<file path="config.mk">
export PLATFORM = sky130hd
export DESIGN_NAME = msgpack_prefixed_label_extractor_unit
export DESIGN_NICKNAME = d
export VERILOG_FILES = /design/src/sv/mplx_pkg.sv /design/src/sv/mplx_front.sv /design/src/sv/mplx_queue.sv /design/src/sv/mplx_back.sv /design/src/sv/msgpack_prefixed_label_extractor_unit.sv
export SDC_FILE = /design/constraint.sdc
export NUM_CORES = 1
export LEC_CHECK = 0
export ABC_AREA = 0
export ABC_CLOCK_PERIOD_IN_PS = 5200
export BUFFER_PORTS_ARGS = -buffer_cell sky130_fd_sc_hd__buf_2
export CORE_MARGIN = 2
export CORE_UTILIZATION = 60
export DETAILED_ROUTE_END_ITERATION = 12
export PLACE_DENSITY = 0.75
export SYNTH_ARGS = -nofsm -noshare
export SYNTH_HDL_FRONTEND = slang
export SYNTH_SLANG_ARGS = --single-unit
</file>
<file path="constraint.sdc">
create_clock -name clock -period 5.2 [get_ports clock]
set_clock_uncertainty 0.15 [all_clocks]
set_input_delay 0.26 -clock clock [delete_from_list [all_inputs] [get_ports clock]]
set_output_delay 0.26 -clock clock [all_outputs]
set_load 0.005 [all_outputs]
</file>
<file path="src/sv/mplx_pkg.sv">
`default_nettype none
// ----------------------------------------------------------------------------
// mplx_pkg
// shared types and constants of the prefixed label extractor
// ----------------------------------------------------------------------------
package mplx_pkg;

   // marker bytes
   localparam logic [7:0] MK_ARRAY16  = 8'hdc;
   localparam logic [7:0] MK_MAP16    = 8'hde;
   localparam logic [7:0] MK_INT16    = 8'hd1;
   localparam logic [7:0] MK_INT32    = 8'hd2;
   localparam logic [7:0] MK_STR16    = 8'hda;
   localparam logic [7:0] MK_FIXSTR   = 8'ha0;
   localparam logic [7:0] MK_FIXSTR_E = 8'haf;

   // label characters
   localparam logic [7:0] CH_M          = 8'h6d;
   localparam logic [7:0] CH_UNDERSCORE = 8'h5f;
   localparam logic [7:0] CH_I          = 8'h69;
   localparam logic [7:0] CH_D          = 8'h64;

   localparam logic [7:0] HEADER_SKIP_RESET = 8'd39;

   // configuration register indexes
   localparam logic REG_HEADER_SKIP = 1'b0;

   // parse phases
   localparam logic [2:0] PH_MARKER  = 3'd0;
   localparam logic [2:0] PH_FIXED   = 3'd1;
   localparam logic [2:0] PH_LEN_HI  = 3'd2;
   localparam logic [2:0] PH_LEN_LO  = 3'd3;
   localparam logic [2:0] PH_COLLECT = 3'd4;
   localparam logic [2:0] PH_STREAM  = 3'd5;
   localparam logic [2:0] PH_SKIP    = 3'd6;

   // result queue between parser and serialiser
   localparam int QUEUE_DEPTH = 4;
   localparam int QPTR_W      = $clog2(QUEUE_DEPTH);

   // group of up to four characters caused by one item
   typedef struct packed {
      logic [3:0][7:0] chars;
      logic [1:0]      last_idx;
      logic            label_end;
   } mplx_group_type;

endpackage

`default_nettype wire

</file>
<file path="src/sv/mplx_front.sv">
`default_nettype none
// ----------------------------------------------------------------------------
// mplx_front
// byte parser: classifies each item and pushes character groups
// ----------------------------------------------------------------------------
module mplx_front
   import mplx_pkg::*;
(
   input  wire logic           clock,
   input  wire logic           reset,
   input  wire logic           accept,
   input  wire logic [7:0]     data_byte,
   input  wire logic           file_start,
   input  wire logic [7:0]     header_skip,
   output logic                push,
   output mplx_group_type      push_group
);

   logic [7:0]  header_seen_ff, header_seen_in;
   logic [2:0]  phase_ff, phase_in;
   logic [2:0]  payload_skip_ff, payload_skip_in;
   logic [7:0]  length_upper_ff, length_upper_in;
   logic [15:0] remaining_ff, remaining_in;
   logic [15:0] total_ff, total_in;
   logic [2:0]  held_count_ff, held_count_in;
   logic        short_form_ff, short_form_in;
   logic        id_seen_ff, id_seen_in;
   logic        stopped_ff, stopped_in;
   logic [7:0]  held_ff [4];

   logic        hold_wr;
   logic        open_en;
   logic [15:0] open_len;
   logic [15:0] rem_dec;
   logic [2:0]  cnt_inc;

   always_comb begin
      header_seen_in  = header_seen_ff;
      phase_in        = phase_ff;
      payload_skip_in = payload_skip_ff;
      length_upper_in = length_upper_ff;
      remaining_in    = remaining_ff;
      total_in        = total_ff;
      held_count_in   = held_count_ff;
      short_form_in   = short_form_ff;
      id_seen_in      = id_seen_ff;
      stopped_in      = stopped_ff;
      hold_wr         = 1'b0;
      open_en         = 1'b0;
      open_len        = '0;
      push            = 1'b0;
      push_group      = '0;
      rem_dec         = '0;
      cnt_inc         = '0;

      if (accept) begin
         // a new file clears the whole parse first
         if (file_start) begin
            header_seen_in  = '0;
            phase_in        = PH_MARKER;
            payload_skip_in = '0;
            length_upper_in = '0;
            remaining_in    = '0;
            total_in        = '0;
            held_count_in   = '0;
            short_form_in   = 1'b0;
            id_seen_in      = 1'b0;
            stopped_in      = 1'b0;
         end
         rem_dec = remaining_in - 16'd1;
         cnt_inc = held_count_in + 3'd1;

         if (stopped_in) begin
            // ignore everything until next file
         end else if (header_seen_in < header_skip) begin
            header_seen_in = header_seen_in + 8'd1;
         end else begin
            case (phase_in)
               PH_MARKER: begin
                  if (data_byte == MK_ARRAY16 || data_byte == MK_MAP16 ||
                      data_byte == MK_INT16) begin
                     payload_skip_in = 3'd2;
                     phase_in        = PH_FIXED;
                  end else if (data_byte == MK_INT32) begin
                     payload_skip_in = 3'd4;
                     phase_in        = PH_FIXED;
                  end else if (data_byte inside {[MK_FIXSTR:MK_FIXSTR_E]}) begin
                     short_form_in = 1'b1;
                     open_en       = 1'b1;
                     open_len      = {12'd0, data_byte[3:0]};
                  end else if (data_byte == MK_STR16) begin
                     short_form_in = 1'b0;
                     phase_in      = PH_LEN_HI;
                  end
               end
               PH_FIXED: begin
                  if (payload_skip_in != 3'd0) begin
                     payload_skip_in = payload_skip_in - 3'd1;
                  end
                  if (payload_skip_in == 3'd0) begin
                     phase_in = PH_MARKER;
                  end
               end
               PH_LEN_HI: begin
                  length_upper_in = data_byte;
                  phase_in        = PH_LEN_LO;
               end
               PH_LEN_LO: begin
                  open_en  = 1'b1;
                  open_len = {length_upper_in, data_byte};
               end
               PH_COLLECT: begin
                  hold_wr       = 1'b1;
                  held_count_in = cnt_inc;
                  remaining_in  = rem_dec;
                  if (cnt_inc == 3'd2) begin
                     if (held_ff[0] != CH_M || data_byte != CH_UNDERSCORE) begin
                        phase_in = (rem_dec == 16'd0) ? PH_MARKER : PH_SKIP;
                     end else if (!(short_form_in && total_in == 16'd4)) begin
                        push                 = 1'b1;
                        push_group.chars[0]  = held_ff[0];
                        push_group.chars[1]  = data_byte;
                        push_group.last_idx  = 2'd1;
                        push_group.label_end = (rem_dec == 16'd0);
                        phase_in = (rem_dec == 16'd0) ? PH_MARKER : PH_STREAM;
                     end
                  end else if (cnt_inc >= 3'd4) begin
                     phase_in = PH_MARKER;
                     // second "m_id" stops the scan
                     if (held_ff[2] == CH_I && data_byte == CH_D && id_seen_in) begin
                        stopped_in = 1'b1;
                     end else begin
                        if (held_ff[2] == CH_I && data_byte == CH_D) begin
                           id_seen_in = 1'b1;
                        end
                        push                 = 1'b1;
                        push_group.chars[0]  = held_ff[0];
                        push_group.chars[1]  = held_ff[1];
                        push_group.chars[2]  = held_ff[2];
                        push_group.chars[3]  = data_byte;
                        push_group.last_idx  = 2'd3;
                        push_group.label_end = 1'b1;
                     end
                  end
               end
               PH_STREAM: begin
                  remaining_in         = rem_dec;
                  push                 = 1'b1;
                  push_group.chars[0]  = data_byte;
                  push_group.last_idx  = 2'd0;
                  push_group.label_end = (rem_dec == 16'd0);
                  if (rem_dec == 16'd0) begin
                     phase_in = PH_MARKER;
                  end
               end
               default: begin
                  if (remaining_in != 16'd0) begin
                     remaining_in = rem_dec;
                  end
                  if (remaining_in == 16'd0) begin
                     phase_in = PH_MARKER;
                  end
               end
            endcase

            if (open_en) begin
               total_in      = open_len;
               remaining_in  = open_len;
               held_count_in = '0;
               if (open_len == 16'd0) begin
                  phase_in = PH_MARKER;
               end else if (open_len < 16'd3) begin
                  phase_in = PH_SKIP;
               end else begin
                  phase_in = PH_COLLECT;
               end
            end
         end
      end
   end

   always_ff @(posedge clock) begin
      if (reset) begin
         header_seen_ff  <= '0;
         phase_ff        <= PH_MARKER;
         payload_skip_ff <= '0;
         length_upper_ff <= '0;
         remaining_ff    <= '0;
         total_ff        <= '0;
         held_count_ff   <= '0;
         short_form_ff   <= 1'b0;
         id_seen_ff      <= 1'b0;
         stopped_ff      <= 1'b0;
      end else begin
         header_seen_ff  <= header_seen_in;
         phase_ff        <= phase_in;
         payload_skip_ff <= payload_skip_in;
         length_upper_ff <= length_upper_in;
         remaining_ff    <= remaining_in;
         total_ff        <= total_in;
         held_count_ff   <= held_count_in;
         short_form_ff   <= short_form_in;
         id_seen_ff      <= id_seen_in;
         stopped_ff      <= stopped_in;
      end
   end

   // held characters, written before read
   always_ff @(posedge clock) begin
      if (hold_wr) begin
         held_ff[held_count_ff[1:0]] <= data_byte;
      end
   end

endmodule

`default_nettype wire

</file>
<file path="src/sv/mplx_queue.sv">
`default_nettype none
// ----------------------------------------------------------------------------
// mplx_queue
// short queue of character groups between parser and serialiser
// ----------------------------------------------------------------------------
module mplx_queue
   import mplx_pkg::*;
(
   input  wire logic            clock,
   input  wire logic            reset,
   input  wire logic            push,
   input  wire mplx_group_type  push_group,
   input  wire logic            pop,
   output logic                 not_empty,
   output logic                 not_full,
   output mplx_group_type       head_group
);

   localparam logic [QPTR_W:0] DEPTH_CNT = (QPTR_W + 1)'(QUEUE_DEPTH);

   mplx_group_type     store_ff [QUEUE_DEPTH];
   logic [QPTR_W-1:0]  wr_ptr_ff, wr_ptr_in;
   logic [QPTR_W-1:0]  rd_ptr_ff, rd_ptr_in;
   logic [QPTR_W:0]    count_ff, count_in;

   assign not_empty  = (count_ff != '0);
   assign not_full   = (count_ff != DEPTH_CNT);
   assign head_group = store_ff[rd_ptr_ff];

   always_comb begin
      wr_ptr_in = push ? wr_ptr_ff + 1'b1 : wr_ptr_ff;
      rd_ptr_in = pop  ? rd_ptr_ff + 1'b1 : rd_ptr_ff;
      count_in  = count_ff;
      if (push && !pop) begin
         count_in = count_ff + 1'b1;
      end else if (pop && !push) begin
         count_in = count_ff - 1'b1;
      end
   end

   always_ff @(posedge clock) begin
      if (reset) begin
         wr_ptr_ff <= '0;
         rd_ptr_ff <= '0;
         count_ff  <= '0;
      end else begin
         wr_ptr_ff <= wr_ptr_in;
         rd_ptr_ff <= rd_ptr_in;
         count_ff  <= count_in;
      end
   end

   always_ff @(posedge clock) begin
      if (push) begin
         store_ff[wr_ptr_ff] <= push_group;
      end
   end

endmodule

`default_nettype wire

</file>
<file path="src/sv/mplx_back.sv">
`default_nettype none
// ----------------------------------------------------------------------------
// mplx_back
// serialiser: sends the characters of each group one item at a time
// ----------------------------------------------------------------------------
module mplx_back
   import mplx_pkg::*;
(
   input  wire logic            clock,
   input  wire logic            reset,
   input  wire logic            q_not_empty,
   input  wire mplx_group_type  q_head,
   output logic                 q_pop,
   output logic                 rsp_valid,
   input  wire logic            rsp_ready,
   output logic [7:0]           rsp_label_char,
   output logic                 rsp_label_end
);

   logic           busy_ff, busy_in;
   logic [1:0]     idx_ff, idx_in;
   mplx_group_type grp_ff, grp_in;
   logic           grp_done;

   assign rsp_valid      = busy_ff;
   assign rsp_label_char = grp_ff.chars[idx_ff];
   assign rsp_label_end  = grp_ff.label_end && (idx_ff == grp_ff.last_idx);
   assign grp_done       = busy_ff && rsp_ready && (idx_ff == grp_ff.last_idx);

   always_comb begin
      busy_in = busy_ff;
      idx_in  = idx_ff;
      grp_in  = grp_ff;
      q_pop   = 1'b0;
      if (!busy_ff || grp_done) begin
         // load next group, or go idle
         busy_in = q_not_empty;
         q_pop   = q_not_empty;
         idx_in  = '0;
         grp_in  = q_head;
      end else if (rsp_ready) begin
         idx_in = idx_ff + 2'd1;
      end
   end

   always_ff @(posedge clock) begin
      if (reset) begin
         busy_ff <= 1'b0;
         idx_ff  <= '0;
      end else begin
         busy_ff <= busy_in;
         idx_ff  <= idx_in;
      end
   end

   always_ff @(posedge clock) begin
      grp_ff <= grp_in;
   end

endmodule

`default_nettype wire

</file>
<file path="src/sv/msgpack_prefixed_label_extractor_unit.sv">
`default_nettype none
// ----------------------------------------------------------------------------
// msgpack_prefixed_label_extractor_unit
// scans a message-pack style byte stream and emits "m_" prefixed labels
// ----------------------------------------------------------------------------
// One byte is taken per item, and a new item can be taken every cycle while
// the result queue has room. After header_skip leading bytes of each file the
// parser follows markers, skips fixed payloads and non-label strings, and
// passes the characters of strings starting with "m_" to the output, one
// character per result item, with label_end set on the last one. A single
// byte can release up to four characters (a short "m_xx" label is held until
// the "m_id" check); these leave at one per cycle from the serialiser while
// rsp_ready is high, so the output side sets the sustained rate only when
// long runs of such labels occur. A second "m_id" stops the scan until an
// item with file_start set. header_skip (reset 39) is written over the csr
// port at byte address 0 and should be changed only while the block is idle.
// ----------------------------------------------------------------------------
module msgpack_prefixed_label_extractor_unit
   import mplx_pkg::*;
(
   input  wire logic        clock,
   input  wire logic        reset,
   // input bytes
   input  wire logic        req_valid,
   output logic             req_ready,
   input  wire logic [7:0]  req_data_byte,
   input  wire logic        req_file_start,
   // label characters
   output logic             rsp_valid,
   input  wire logic        rsp_ready,
   output logic [7:0]       rsp_label_char,
   output logic             rsp_label_end,
   // configuration
   input  wire logic        csr_psel,
   input  wire logic        csr_penable,
   input  wire logic        csr_pwrite,
   input  wire logic [2:0]  csr_paddr,
   input  wire logic [31:0] csr_pwdata,
   output logic [31:0]      csr_prdata,
   output logic             csr_pready
);

   logic [7:0]     header_skip_ff, header_skip_in;
   logic           csr_wr;
   logic           accept;
   logic           push;
   mplx_group_type push_group;
   logic           q_pop;
   logic           q_not_empty;
   logic           q_not_full;
   mplx_group_type q_head;

   // configuration register, byte offset ignored
   assign csr_pready = 1'b1;
   assign csr_wr     = csr_psel && csr_penable && csr_pwrite && csr_pready;
   assign csr_prdata = (csr_paddr[2] == REG_HEADER_SKIP) ? {24'd0, header_skip_ff} : '0;

   always_comb begin
      header_skip_in = header_skip_ff;
      if (csr_wr && csr_paddr[2] == REG_HEADER_SKIP) begin
         header_skip_in = csr_pwdata[7:0];
      end
   end

   always_ff @(posedge clock) begin
      if (reset) begin
         header_skip_ff <= HEADER_SKIP_RESET;
      end else begin
         header_skip_ff <= header_skip_in;
      end
   end

   // an item is taken whenever the queue can hold its group
   assign req_ready = q_not_full;
   assign accept    = req_valid && req_ready;

   mplx_front u_front (
      .clock       (clock),
      .reset       (reset),
      .accept      (accept),
      .data_byte   (req_data_byte),
      .file_start  (req_file_start),
      .header_skip (header_skip_ff),
      .push        (push),
      .push_group  (push_group)
   );

   mplx_queue u_queue (
      .clock      (clock),
      .reset      (reset),
      .push       (push),
      .push_group (push_group),
      .pop        (q_pop),
      .not_empty  (q_not_empty),
      .not_full   (q_not_full),
      .head_group (q_head)
   );

   mplx_back u_back (
      .clock          (clock),
      .reset          (reset),
      .q_not_empty    (q_not_empty),
      .q_head         (q_head),
      .q_pop          (q_pop),
      .rsp_valid      (rsp_valid),
      .rsp_ready      (rsp_ready),
      .rsp_label_char (rsp_label_char),
      .rsp_label_end  (rsp_label_end)
   );

endmodule

`default_nettype wire
</file>
==> results.yml <==
floorplanning:
  num_rows: 53
  die_x_um: 150
  dieArea_um2: 22600
  die_h_um: 150
  io_pins: 95
  initial_core_util: 0.612
  coreArea_um2: 21000
yosys:
  synthesis.area_um2: 12900
  avgSynthCellArea_um2: 12.6
  yosysWarningCount: 0
  yosys.area.top_type: "edfxtp_1"
  yosysSeqAreaShare: 0.586
  yosys_register_bits: 277
  synthSimpleGateAreaFrac: 0.135
  synth_top_family_by_area: "simple AND/OR/NAND/NOR gates"
  synth_xor_area_frac: 0.0116
  synth_cells: 1025
  synth_common_cells: "edfxtp_1 (199), nor2_1 (82), dfxtp_1 (78)"
  synth_cell_type_count: 82
  synthFlopType: "edfxtp_1"
  synth.area.mux_share: 0.0815
  synthAdderAreaFrac: 0.0210
  synth_edf_count: 199
  synth_top_cell_area_share: 0.464
  synth_area_leaders: "edfxtp_1 (46%), dfxtp_1 (12%), mux4_2 (7.5%)"
  synthArstFlopShare: 0
  synth_compound_area_frac: 0.117
  yosysMostFrequentCell: "edfxtp_1"
sta:
  min_period_ns: 3.91
  final.setup.tns_ns: 0
  fmax_mhz: 256
  hold_viol_final: 0
  whs_ns: 0.0318
  relSlewSlack: 0.411
  worst_pin_slew_ns: 0.877
  drv_slew: 0
  rsz0062_at_grt: "no"
  setup_viol: 0
  finalCritPeriodShare: 0.751
routing:
  drc: 0
  dr.pass1.iters: 5
  wl_per_cell_um: 22.6
  ant_nets: 0
  vias: 8876
  dr.first_iter.drc_count: 904
  wirelength_um: 31000
  viasPerCell: 6.48
cells_and_area:
  area_growth_pct: 11.4
  nNetsFinal: 1145
  n_antenna_cell: 0
  finalNonFillerCells: 1370
  fin_area_um2: 14300
  drive_gt1_frac: 0.173
clocking:
  cts_tree: "yes"
  cts_made_buffers: 28
  cts.sink_count: 277
  clockRootBuffer: "clkbuf_16"
  cts_resized: 0
  clk_pin_slew_ns: 0.07
  htreeDepth: 1
  clock_tree.buffer_depth: 3
  clock_latency_ns: 0.56
place:
  hpwlAfterDp_um: 19000
  io_buffers: 43
  place_area_um2: 13200
  gp_congestion: 0.930
  post-place-cells: 1301
grt:
  grtUsageMet1: 0.363
  grt_max_degree: 43
  grt_pass1_vias: 8615
  grt.busiest_layer: "met2"
  grt_overflow: 0
  grt_pass1_wl_um: 48200
  use_met3: 0.0373
  antenna_found_initial: 0
  grt_usage: 0.279
  use_met2: 0.483
pwr:
  powerDensity_nw_per_um2: 366
  p_leak_nw: 4.90
  peakVddDrop_uv: 251
status:
  outcome: "finished clean"
worst_setup_path:
  start_kind: "flip-flop"
  reg2reg_slack_ns: 1.29
  worstPathRequired_ns: 5.51
  arrival_ns: 4.22
  crit_path_end_kind: "flip-flop"
  crit_type: "flip-flop to flip-flop"
  critPathMaxFanout: 9
worst_hold_path:
  hold_path_class: "primary input to flip-flop"
run:
  drv_cap: 0
flip-flops by register name (all words and copies together), names as in the netlist:
register,flops
u_queue.wr_ptr_ff,2
u_queue.store_ff,140
u_back.rsp_valid,1
u_front.stopped_ff,1
u_front.header_seen_ff,8
u_back.idx_ff,2
u_front.phase_ff,3
u_queue.count_ff,3
u_front.short_form_ff,1
u_front.held_count_ff,3
u_front.payload_skip_ff,3
u_front.held_ff,24
u_front.total_ff,16
u_front.remaining_ff,16
u_queue.rd_ptr_ff,2
u_front.id_seen_ff,1
header_skip_ff,8
u_front.length_upper_ff,8
u_back.grp_ff,35
logic make-up (layout without fill, tap and decap cells):
family | count (synthesis) | after routing
AOI/OAI and AO/OA | 214 | 214
xor gates and xnor gates | 17 | 17
adders and majority gates | 21 | 21
buffers and inverters | 119 | 166
DFF | 277 | 277
muxes | 51 | 51
other | 2 | 25
and+or+nand+nor | 324 | 324
layout by cell type (no fill, tap or decap), types with 5 or more instances in the layout:
cell and n:
nor3_1 26, clkinv_2 5, a31oi_1 14, nor4_1 16, or3_1 5, nor2_1 82
buf_4 27, edfxtp_1 199, xnor2_1 5, a21o_1 9, and4b_1 5, o22ai_1 8
mux2i_1 8, nor2b_1 17, inv_1 27, clkbuf_16 28, dlygate4sd3_1 17, nand4_1 7
mux4_2 43, nand3_1 16, and3_1 27, and2_1 8, a21oi_1 45, a22oi_1 12
o311ai_0 6, a22o_1 26, dfxtp_1 77, bufinv_16 5, buf_2 43, nand2b_1 11
clkinv_1 5, conb_1 25, ha_1 20, nand2_1 67, xor2_1 12, or2_2 5
o211ai_1 8, o21ai_0 34
through the flow:
step	power, mW	worst slack, ns	util
after floorplan	3.03	0.942	-
after global placement	3.17	1.23	0.628
after detailed placement	3.18	1.15	0.628
after CTS	5.27	1.33	0.682
after global routing	5.43	0.991	0.682
final	5.24	1.29	0.682
layer usage:
metal	routed length, um	vias up	share of wire
li1	-	3982	-
met1	12500	4423	0.40
met2	15700	397	0.50
met3	2020	74	0.065
met4	882	0	0.028
met5	0	-	0
critical path, stage by stage, from the launching register on:
cell     delay, ns
dfxtp_1       0.44
nor2b_1       0.22
ha_1          0.22
xor2_1        0.32
nand2_1       0.12
nor3_1        0.27
o21a_1        0.37
o21a_1        0.36
ha_1          0.24
inv_1         0.07
fa_1          0.43
xor2_1        0.17
or3_1         0.31
a21oi_1       0.13
layout make-up:
cell class | instances | area [um2]
clock inverter | 23 | 268
multi-input combinational | 652 | 4800
timing repair buffer | 87 | 588
inverter | 27 | 101
fill | 1467 | 6680
sequential | 277 | 7540
clock buffer | 29 | 704
tap | 275 | 344
power by group:
group          total, mW  switching, mW  internal (mW)
combinational      0.649          0.388          0.260
clock               2.10          0.856           1.24
sequential          2.50         0.0827           2.42
final timing paths:
path                            cells past startpoint                               end                                   from
worst min-delay path                                4    header_skip_ff[4]$_SDFFE_PP0P_                            csr_penable
worst min register to register                      2    header_skip_ff[7]$_SDFFE_PP0P_         header_skip_ff[7]$_SDFFE_PP0P_
worst max register to register                     13  u_queue.count_ff[2]$_SDFFE_PP0P_  u_front.held_count_ff[0]$_SDFFE_PP0P_
worst max-delay path                               13  u_queue.count_ff[2]$_SDFFE_PP0P_  u_front.held_count_ff[0]$_SDFFE_PP0P_
timing repair:
item,CTS,global route
endpoints found under the hold margin,29,0
hold buffers,17,0
endpoints found under the setup margin,0,0
setup buffers,0,0
No activity file was read; power rests on OpenSTA's default activity.
